File: src/dtrtc_pkg.sv
// shared constants and helper functions for the timestamp to bcd converter
`default_nettype none
package dtrtc_pkg;

  localparam int STAMP_W = 32;

  // year offset codes at which the century changes (2000 and 2100)
  localparam logic [6:0] Y2000 = 7'd20;
  localparam logic [6:0] Y2100 = 7'd120;
  localparam logic [6:0] Y2101 = 7'd121;

  // century digits in bcd
  localparam logic [5:0] CENT_19 = 6'h19;
  localparam logic [5:0] CENT_20 = 6'h20;
  localparam logic [5:0] CENT_21 = 6'h21;

  // binary 0..99 (or up to 127) to two bcd digits, divide by ten by reciprocal
  function automatic logic [7:0] to_bcd(input logic [6:0] v);
    logic [14:0] prod;
    logic [3:0]  q;
    logic [6:0]  r;
    prod = 15'(v) * 15'd205;
    q    = prod[14:11];
    r    = v - 7'(q) * 7'd10;
    return {q, r[3:0]};
  endfunction

  // residue modulo 7 by folding octal digits (8 is 1 mod 7)
  function automatic logic [2:0] mod7(input logic [7:0] v);
    logic [4:0] d;
    logic [3:0] e;
    d = 5'(v[2:0]) + 5'(v[5:3]) + 5'(v[7:6]);
    e = 4'(d[2:0]) + 4'(d[4:3]);
    if (e >= 4'd7) begin
      e = e - 4'd7;
    end
    return e[2:0];
  endfunction

  // days before the first of the month, modulo 7
  function automatic logic [2:0] month_offset(input logic [3:0] month, input logic leap);
    logic [2:0] base;
    unique case (month)
      4'd1:    base = 3'd0;
      4'd2:    base = 3'd3;
      4'd3:    base = 3'd3;
      4'd4:    base = 3'd6;
      4'd5:    base = 3'd1;
      4'd6:    base = 3'd4;
      4'd7:    base = 3'd6;
      4'd8:    base = 3'd2;
      4'd9:    base = 3'd5;
      4'd10:   base = 3'd0;
      4'd11:   base = 3'd3;
      4'd12:   base = 3'd5;
      default: base = 3'd0;
    endcase
    if (leap && month >= 4'd3) begin
      base = base + 3'd1;
    end
    return base;
  endfunction

endpackage
`default_nettype wire

File: src/dos_datetime_to_rtc_bcd.sv
// packed fat timestamp to bcd real-time-clock register image, three-stage pipeline
//
// usage: drive dos_stamp and raise start for one cycle per word. busy is
// always low, so a new word may be started in every clock cycle.
// each word produces one result word on the result ports, marked by done
// for exactly one cycle. throughput is one word per cycle; the three
// register stages are unpack and year base, bcd conversion and day sum,
// weekday residue.
// the receiver cannot hold results off; it must take each word in the
// cycle done is high.
// a month of 0 or 13..15 sets month_invalid and gives weekday 0; all other
// fields are still converted.
// rst (synchronous, active high) clears the stage valid bits, so no
// result appears until a new word is started.
`default_nettype none
module dos_datetime_to_rtc_bcd (
  input  wire logic                         clk,
  input  wire logic                         rst,
  input  wire logic                         start,
  output logic                              busy,
  input  wire logic [dtrtc_pkg::STAMP_W-1:0] dos_stamp,
  output logic                              done,
  output logic [6:0]                        sec_bcd,
  output logic [6:0]                        min_bcd,
  output logic [5:0]                        hour_bcd,
  output logic [5:0]                        mday_bcd,
  output logic [2:0]                        wday_bcd,
  output logic [4:0]                        month_bcd,
  output logic [7:0]                        year_bcd,
  output logic [5:0]                        century_bcd,
  output logic                              month_invalid
);
  import dtrtc_pkg::*;

  // stage 1 registers
  logic       v1;
  logic [4:0] s1_sec2, s1_mday, s1_hour;
  logic [5:0] s1_min;
  logic [3:0] s1_month;
  logic [6:0] s1_yr;
  logic [5:0] s1_cent;
  logic [7:0] s1_base;
  logic [2:0] s1_moff;
  logic       s1_bad;

  // stage 2 registers
  logic       v2;
  logic [6:0] s2_sec, s2_min;
  logic [5:0] s2_hour, s2_mday, s2_cent;
  logic [4:0] s2_month;
  logic [7:0] s2_year;
  logic [7:0] s2_total;
  logic       s2_bad;

  // stage 1 combinational
  logic [6:0] y7;
  logic [7:0] yq_sum;
  logic [7:0] base_next;
  logic       leap;
  logic [6:0] yr_next;
  logic [5:0] cent_next;
  logic [3:0] month_raw;

  assign busy = 1'b0;

  assign y7        = dos_stamp[31:25];
  assign month_raw = dos_stamp[24:21];
  assign yq_sum    = 8'(y7) + 8'd3;
  // days up to the end of the previous year, only its residue mod 7 matters
  assign base_next = 8'(y7) + 8'(yq_sum[7:2]) + ((y7 >= Y2101) ? 8'd0 : 8'd1);
  assign leap      = (y7[1:0] == 2'b00) && (y7 != Y2100);

  always_comb begin
    if (y7 < Y2000) begin
      yr_next   = y7 + 7'd80;
      cent_next = CENT_19;
    end else if (y7 < Y2100) begin
      yr_next   = y7 - Y2000;
      cent_next = CENT_20;
    end else begin
      yr_next   = y7 - Y2100;
      cent_next = CENT_21;
    end
  end

  always_ff @(posedge clk) begin
    if (rst) begin
      v1 <= 1'b0;
      v2 <= 1'b0;
      done <= 1'b0;
    end else begin
      v1 <= start && !busy;
      v2 <= v1;
      done <= v2;
    end
  end

  always_ff @(posedge clk) begin
    s1_sec2  <= dos_stamp[4:0];
    s1_min   <= dos_stamp[10:5];
    s1_hour  <= dos_stamp[15:11];
    s1_mday  <= dos_stamp[20:16];
    s1_month <= month_raw;
    s1_yr    <= yr_next;
    s1_cent  <= cent_next;
    s1_base  <= base_next;
    s1_moff  <= month_offset(month_raw, leap);
    s1_bad   <= (month_raw == 4'd0) || (month_raw > 4'd12);
  end

  // stage 2: bcd conversion and day sum
  logic [7:0] sec_b, min_b, hour_b, mday_b, month_b, year_b;
  assign sec_b   = to_bcd({1'b0, s1_sec2, 1'b0});
  assign min_b   = to_bcd(7'(s1_min));
  assign hour_b  = to_bcd(7'(s1_hour));
  assign mday_b  = to_bcd(7'(s1_mday));
  assign month_b = to_bcd(7'(s1_month));
  assign year_b  = to_bcd(s1_yr);

  always_ff @(posedge clk) begin
    s2_sec   <= sec_b[6:0];
    s2_min   <= min_b[6:0];
    s2_hour  <= hour_b[5:0];
    s2_mday  <= mday_b[5:0];
    s2_month <= month_b[4:0];
    s2_year  <= year_b;
    s2_cent  <= s1_cent;
    s2_total <= 8'(s1_mday) + s1_base + 8'(s1_moff);
    s2_bad   <= s1_bad;
  end

  // stage 3: weekday residue, output register
  always_ff @(posedge clk) begin
    sec_bcd       <= s2_sec;
    min_bcd       <= s2_min;
    hour_bcd      <= s2_hour;
    mday_bcd      <= s2_mday;
    month_bcd     <= s2_month;
    year_bcd      <= s2_year;
    century_bcd   <= s2_cent;
    month_invalid <= s2_bad;
    wday_bcd      <= s2_bad ? 3'd0 : mod7(s2_total) + 3'd1;
  end

endmodule
`default_nettype wire
File: config.mk
export PLATFORM = sky130hd
export DESIGN_NAME = dos_datetime_to_rtc_bcd
export DESIGN_NICKNAME = d
export VERILOG_FILES = /design/src/dtrtc_pkg.sv /design/src/dos_datetime_to_rtc_bcd.sv
export SDC_FILE = /design/constraint.sdc
export NUM_CORES = 1
export LEC_CHECK = 0
export BUFFER_PORTS_ARGS = -buffer_cell sky130_fd_sc_hd__buf_4
export CORE_MARGIN = 2
export CORE_UTILIZATION = 45
export DETAILED_ROUTE_END_ITERATION = 16
export SLEW_MARGIN = 20
export SYNTH_ARGS = -nofsm -noshare
export SYNTH_HDL_FRONTEND = slang
export SYNTH_SLANG_ARGS = --single-unit
File: constraint.sdc
create_clock -name clk -period 8.5 [get_ports clk]
set_input_delay 0 -clock clk [delete_from_list [all_inputs] [get_ports clk]]
set_output_delay 0 -clock clk [all_outputs]
set_load 0.1 [all_outputs]
== After elaboration in Yosys (flattened, before gate mapping) ==
Memories as Yosys holds them, arrays and structs flattened.
Index checks and enable logic that the tools add are counted.

* $add $sub $neg: 20
* Multipliers: 12
* Order comparisons: 6
* Eq/ne operators: 1
* Muxes and demuxes: 6
* Reduce and logical (&&, ||, !) cells: 5

{| class="wikitable"
|+ Operator list
! cell !! number
|-
| $mul A5 B8 Y13 const B || 3
|-
| $sub A4 B4 Y4 || 6
|-
| $mul A7 B8 Y15 const B || 1
|-
| $mul A6 B8 Y14 const B || 1
|-
| $mux W7 || 2
|-
| $mul A4 B8 Y12 const B || 1
|-
| $add A5 B8 Y8 || 1
|-
| $add A7 B2 Y8 const B || 1
|-
| $add A7 B6 Y8 || 1
|-
| $add A8 B1 Y8 || 1
|-
| $add A8 B3 Y8 || 1
|-
| $add A7 B7 Y7 const B || 1
|-
| $ge A7 B7 Y1 const B || 1
|-
| $lt A7 B5 Y1 const B || 1
|-
| $lt A7 B7 Y1 const B || 1
|-
| $ne A7 B7 Y1 const B || 1
|-
| $sub A7 B5 Y7 const B || 1
|-
| $sub A7 B7 Y7 const B || 1
|-
| $add A3 B1 Y3 const B || 2
|-
| $mul A2 B3 Y3 const B || 2
|-
| $mul A3 B3 Y3 const B || 2
|-
| $mux W3 || 2
|-
| $add A4 B2 Y5 || 1
|-
| $add A3 B2 Y4 || 1
|-
| other kinds (12) || 14
|}

* Register bits after elaboration: 156
* Memory bits (read-only): 48
* Word-level logic and storage cells: 82
* Memories kept: 1

{| class="wikitable"
|+ Memories
! name !! depth !! width !! rd ports !! clocked after memory_dff !! write ports !! line !! source
|-
| (name not given) || 16 || 3 || 1 || 0 || 0 || dtrtc_pkg.sv:43 || <nowiki>unique case (month)</nowiki>
|}

== Longest topological paths before layout ==
* Word-level depth: 6
* Mapped depth: 18
* Depth with buffers taken out: 18

== Worst setup path after synthesis ==
OpenSTA, ideal clock, no wires.

* Path kind: register -> register
* Start point: register s1_yr[5]
* End point: register s2_year[3]
* Library setup time: 0.120 ns
* Arrival time: 3.929 ns
* Required time: 8.380 ns
* Path slack: 4.451 ns
* Cell stages (with the launch flop): 18
* Buffers on the path: 0
* Clock period less this slack: 4.049 ns
* Path through: dfxtp_1 -> inv_1 -> ha_1 -> fa_1 -> inv_1 -> fa_1 -> ha_1 -> ha_1 -> nand2_1 -> a2111oi_2 -> nor2_1 -> xnor2_1 -> ha_1 -> inv_1 -> fa_1 -> xor2_1 -> xnor2_1 -> xnor2_1

* Word-level cells in the longest chain between the ends: 3

{| class="wikitable"
|+ Ends and longest elaborated chain
! element !! line !! source
|-
| from (decl) || dos_datetime_to_rtc_bcd.sv:40 || <nowiki>logic [6:0] s1_yr;</nowiki>
|-
| from (signal assigned) || dos_datetime_to_rtc_bcd.sv:104 || <nowiki>s1_yr <= yr_next;</nowiki>
|-
| $mul A7 B8 Y15 || dtrtc_pkg.sv:22 || <nowiki>prod = 15'(v) * 15'd205;</nowiki>
|-
| net year_b[4] || dos_datetime_to_rtc_bcd.sv:112 || <nowiki>logic [7:0] sec_b, min_b, hour_b, mday_b, month_b, year_b;</nowiki>
|-
| $mul A4 B3 Y3 || dtrtc_pkg.sv:24 || <nowiki>r = v - 7'(q) * 7'd10;</nowiki>
|-
| $sub A4 B4 Y4 || dtrtc_pkg.sv:24 ||
|-
| net year_b[3] || dos_datetime_to_rtc_bcd.sv:112 ||
|-
| to (signal assigned) || dos_datetime_to_rtc_bcd.sv:126 || <nowiki>s2_year <= year_b;</nowiki>
|-
| to (decl) || dos_datetime_to_rtc_bcd.sv:51 || <nowiki>logic [7:0] s2_year;</nowiki>
|}

The timed path passes the listed nets, and every way through them passes these cells.
A chain may end at the register's enable or synchronous reset.

== Worst setup path after layout ==
Same ends and word-level chain as after synthesis.

==> results.tsv <==
metric	value	unit
Synth area leader	dfxtp_1	
Ys Warns	0	
Die Y	136	um
final setup fails	0	
setup repair bufs after CTS	0	
post-layout min period	4350	ps
GRT overflow	0	
synth cell count leaders	ha_1, dfxtp_1, inv_1	
power per standard cell area	351	mW/mm^2
H-tree depth	4	
Critical Path RT	8800	ps
CTS Buf Count	17	
Unique masters post-synth	48	
post-layout util	55.9	%
P_leak	0.00492	uW
Post-Syn Instances	706	
crit-path max FO	4	
router iterations before antenna repair	5	
All-Layer GR Usage	15.3	%
DRC viols	0	
Startpoint Class	flop	
I/O pin count	86	
CTS clk-pin slew, worst paths	60	ps
TritonCTS sink count	145	
Final Instance Count excl. Fillers	1072	
routed vias	5047	
Filler Cells Inserted	1499	
MaxCap Viol Count	0	
layout cells sized above 1	14.3	%
number of global-route vias before repair	5220	
Crit path max-delay family	adder cells	
n_diodes	0	
fin area	0.00956	mm^2
setup TNS	0	ps
post-synthesis sequential area ratio	37.2	%
core box area	0.0171	mm^2
first-pass GRT wire length	22300	um
Critical Path AT	4650	ps
pre-CTS WS	4130	ps
PortBufs	81	
Clock power frac	20.8	%
Final Cycle Share	51.2	%
P_int	1940	uW
worst hold path class	in -> reg	
sequential share of power	27.7	%
Final HPWL DP	10400	um
Max Freq	230	MHz
Logic pwr share	51.6	%
critical path, cell by cell	inv_1 -> ha_1 -> fa_1 -> inv_1 -> fa_1 -> ha_1 -> ha_1 -> nand2_1 -> a2111oi_2 -> o21ai_0 -> nand2b_1 -> xor2_1 -> inv_1 -> fa_1 -> xor2_1 -> xnor2_1 -> xnor2_1	
cells taking the most area after synthesis	dfxtp_1, ha_1, fa_1	
Horiz. Die Dim	136	um
Initial Util	45.6	%
Slew Viols, Final	0	
Psw	1420	uW
Layout Nets	1082	
Area Overhead vs Synth	22.4	%
Std-Cell Rows	48	
iteration-0 DRC count of the detailed router	118	
worst-skew pair later-pin latency	420	ps
ANT nets after route	0	
crit path max-delay cell type	fa_1	
critical path capture point type	flop	
Seq cells post-synth	145	
DIE AREA	0.0184	mm^2
ys async rst share	0	%
Max VDD drop	275	uV
Post-CTS Resized	0	
EDFF count, synth	0	
post-synth top area share	37.2	%
WL per Instance	12.1	um
CTS Root Buffer Type	clkbuf_16	
status	completed	
largest net degree at the start of global routing	17	
Final GP Congestion	0.823	
crit path kind	reg -> reg	
Vias/cell	4.71	
Sw Share	42.2	%
placed instance count	1008	
Worst Skew	12.2	ps
Longest Clk Path Bufs	2	
initial antenna violation count	0	
drt total wl	13000	um
Syn Area/Cell	11.1	um^2
CP peak stage delay	440	ps
DP Area	0.00866	mm^2
worst path bufs/invs	3	
final worst slack	4150	ps
Main synth FF type	dfxtp_1	
Final Hold Viols	0	
mapped cell area	0.00781	mm^2
CTS tree	yes	
top-count cell post-synth	ha_1	
RSZ-0062 raised after global routing	no	
[sequential cells by signal, indices dropped and copies added, names as in the netlist, 4 cells and up]
| register | cells |
|---|---|
| s2_total | 8 |
| mday_bcd | 6 |
| s1_sec2 | 5 |
| s2_hour | 6 |
| s1_base | 8 |
| s2_min | 7 |
| s1_month | 4 |
| s1_mday | 5 |
| min_bcd | 7 |
| s1_hour | 5 |
| s2_year | 8 |
| year_bcd | 8 |
| s2_month | 5 |
| s2_mday | 6 |
| hour_bcd | 6 |
| s2_sec | 6 |
| month_bcd | 5 |
| s1_yr | 7 |
| sec_bcd | 6 |
| s1_min | 6 |
[power groups by stage]
| stage | Clock, uW | Sequential [uW] | Combinational, uW |
|---|---|---|---|
| after CTS | 718 | 932 | 1750 |
| after detailed placement | 0 | 947 | 1730 |
| final | 696 | 928 | 1730 |
| after global routing | 752 | 946 | 1920 |
| after floorplan | 0 | 1410 | 917 |
| after global placement | 0 | 940 | 1680 |
[per-layer routing]
layer | wire, um | up-vias | global-route usage [%]
met3 | 436 | 19 | 3.59
li1 | - | 2578 | -
met5 | 0 | - | 0
met2 | 6410 | 77 | 26.6
met1 | 5860 | 2373 | 17.8
met4 | 253 | 0 | 7.00
[through the flow]
step | power, uW | hold slack (ps)
floorplan | 2330 | 27.7
global placement | 2620 | 104
detailed placement | 2680 | 106
CTS | 3400 | 209
global route | 3610 | 216
finish | 3350 | 230
[repair_timing]
item	4_1_cts	5_1_grt
hold buffers	34	0
endpoints found under the hold margin	40	0
setup endpoints to repair	0	0
[area by class of cell]
| class | count | area [um^2] | area share, % |
|---|---|---|---|
| Multi-Input combinational cell | 434 | 4410 | 46.1 |
| Sequential cell | 145 | 2900 | 30.4 |
| Timing Repair Buffer | 115 | 948 | 9.92 |
| Clock buffer | 22 | 474 | 4.96 |
| Inverter | 123 | 462 | 4.83 |
| Tap cell | 225 | 282 | 2.94 |
| Clock inverter | 8 | 81.3 | 0.851 |
[cell usage in the layout, fill, tap and decap left out, types with 6 or more instances in the layout]
cell type      netlist  routed
a21o_1              13      13
a21oi_1             34      34
buf_4                5      81
clkbuf_16            0      17
dfxtp_1            145     145
dlygate4sd3_1        0      34
fa_1                35      35
ha_1               176     176
inv_1              123     123
nand2_1             14      14
nor2_1              23      23
nor2b_1             10      10
o21ai_0             13      13
or2_2                6       6
xnor2_1             37      37
xor2_1              15      15
[worst reg2reg max path: cells and delay by family, from the launching register on]
| kind | cells | cell delay (ps) |
|---|---|---|
| flops | 1 | 390 |
| xor+xnor | 4 | 650 |
| compound gates | 2 | 580 |
| fa+ha+maj | 6 | 2180 |
| simple gates | 2 | 210 |
| buf+inv | 3 | 230 |
[worst paths after layout]
check / from / to / cells after the start / slack, ps
worst max register to register: s1_yr[5] / s2_year[3] / 17 / 4150
worst min register to register: s1_cent[4] / s2_cent[4] / 0 / 320
worst max-delay path: s1_yr[5] / s2_year[3] / 17 / 4150
worst min-delay path: dos_stamp[8] / s1_min[3] / 2 / 230
[cells by family after synthesis]
family / share of synthesized area [%]
adders and majority gates: 37.2
DFF: 37.2
buffers and inverters: 6.49
AOI/OAI and AO/OA: 7.16
and+or+nand+nor: 4.50
xor gates and xnor gates: 6.62
muxes: 0.833
other: 0.0480
Power figures use the tool's default switching activity.
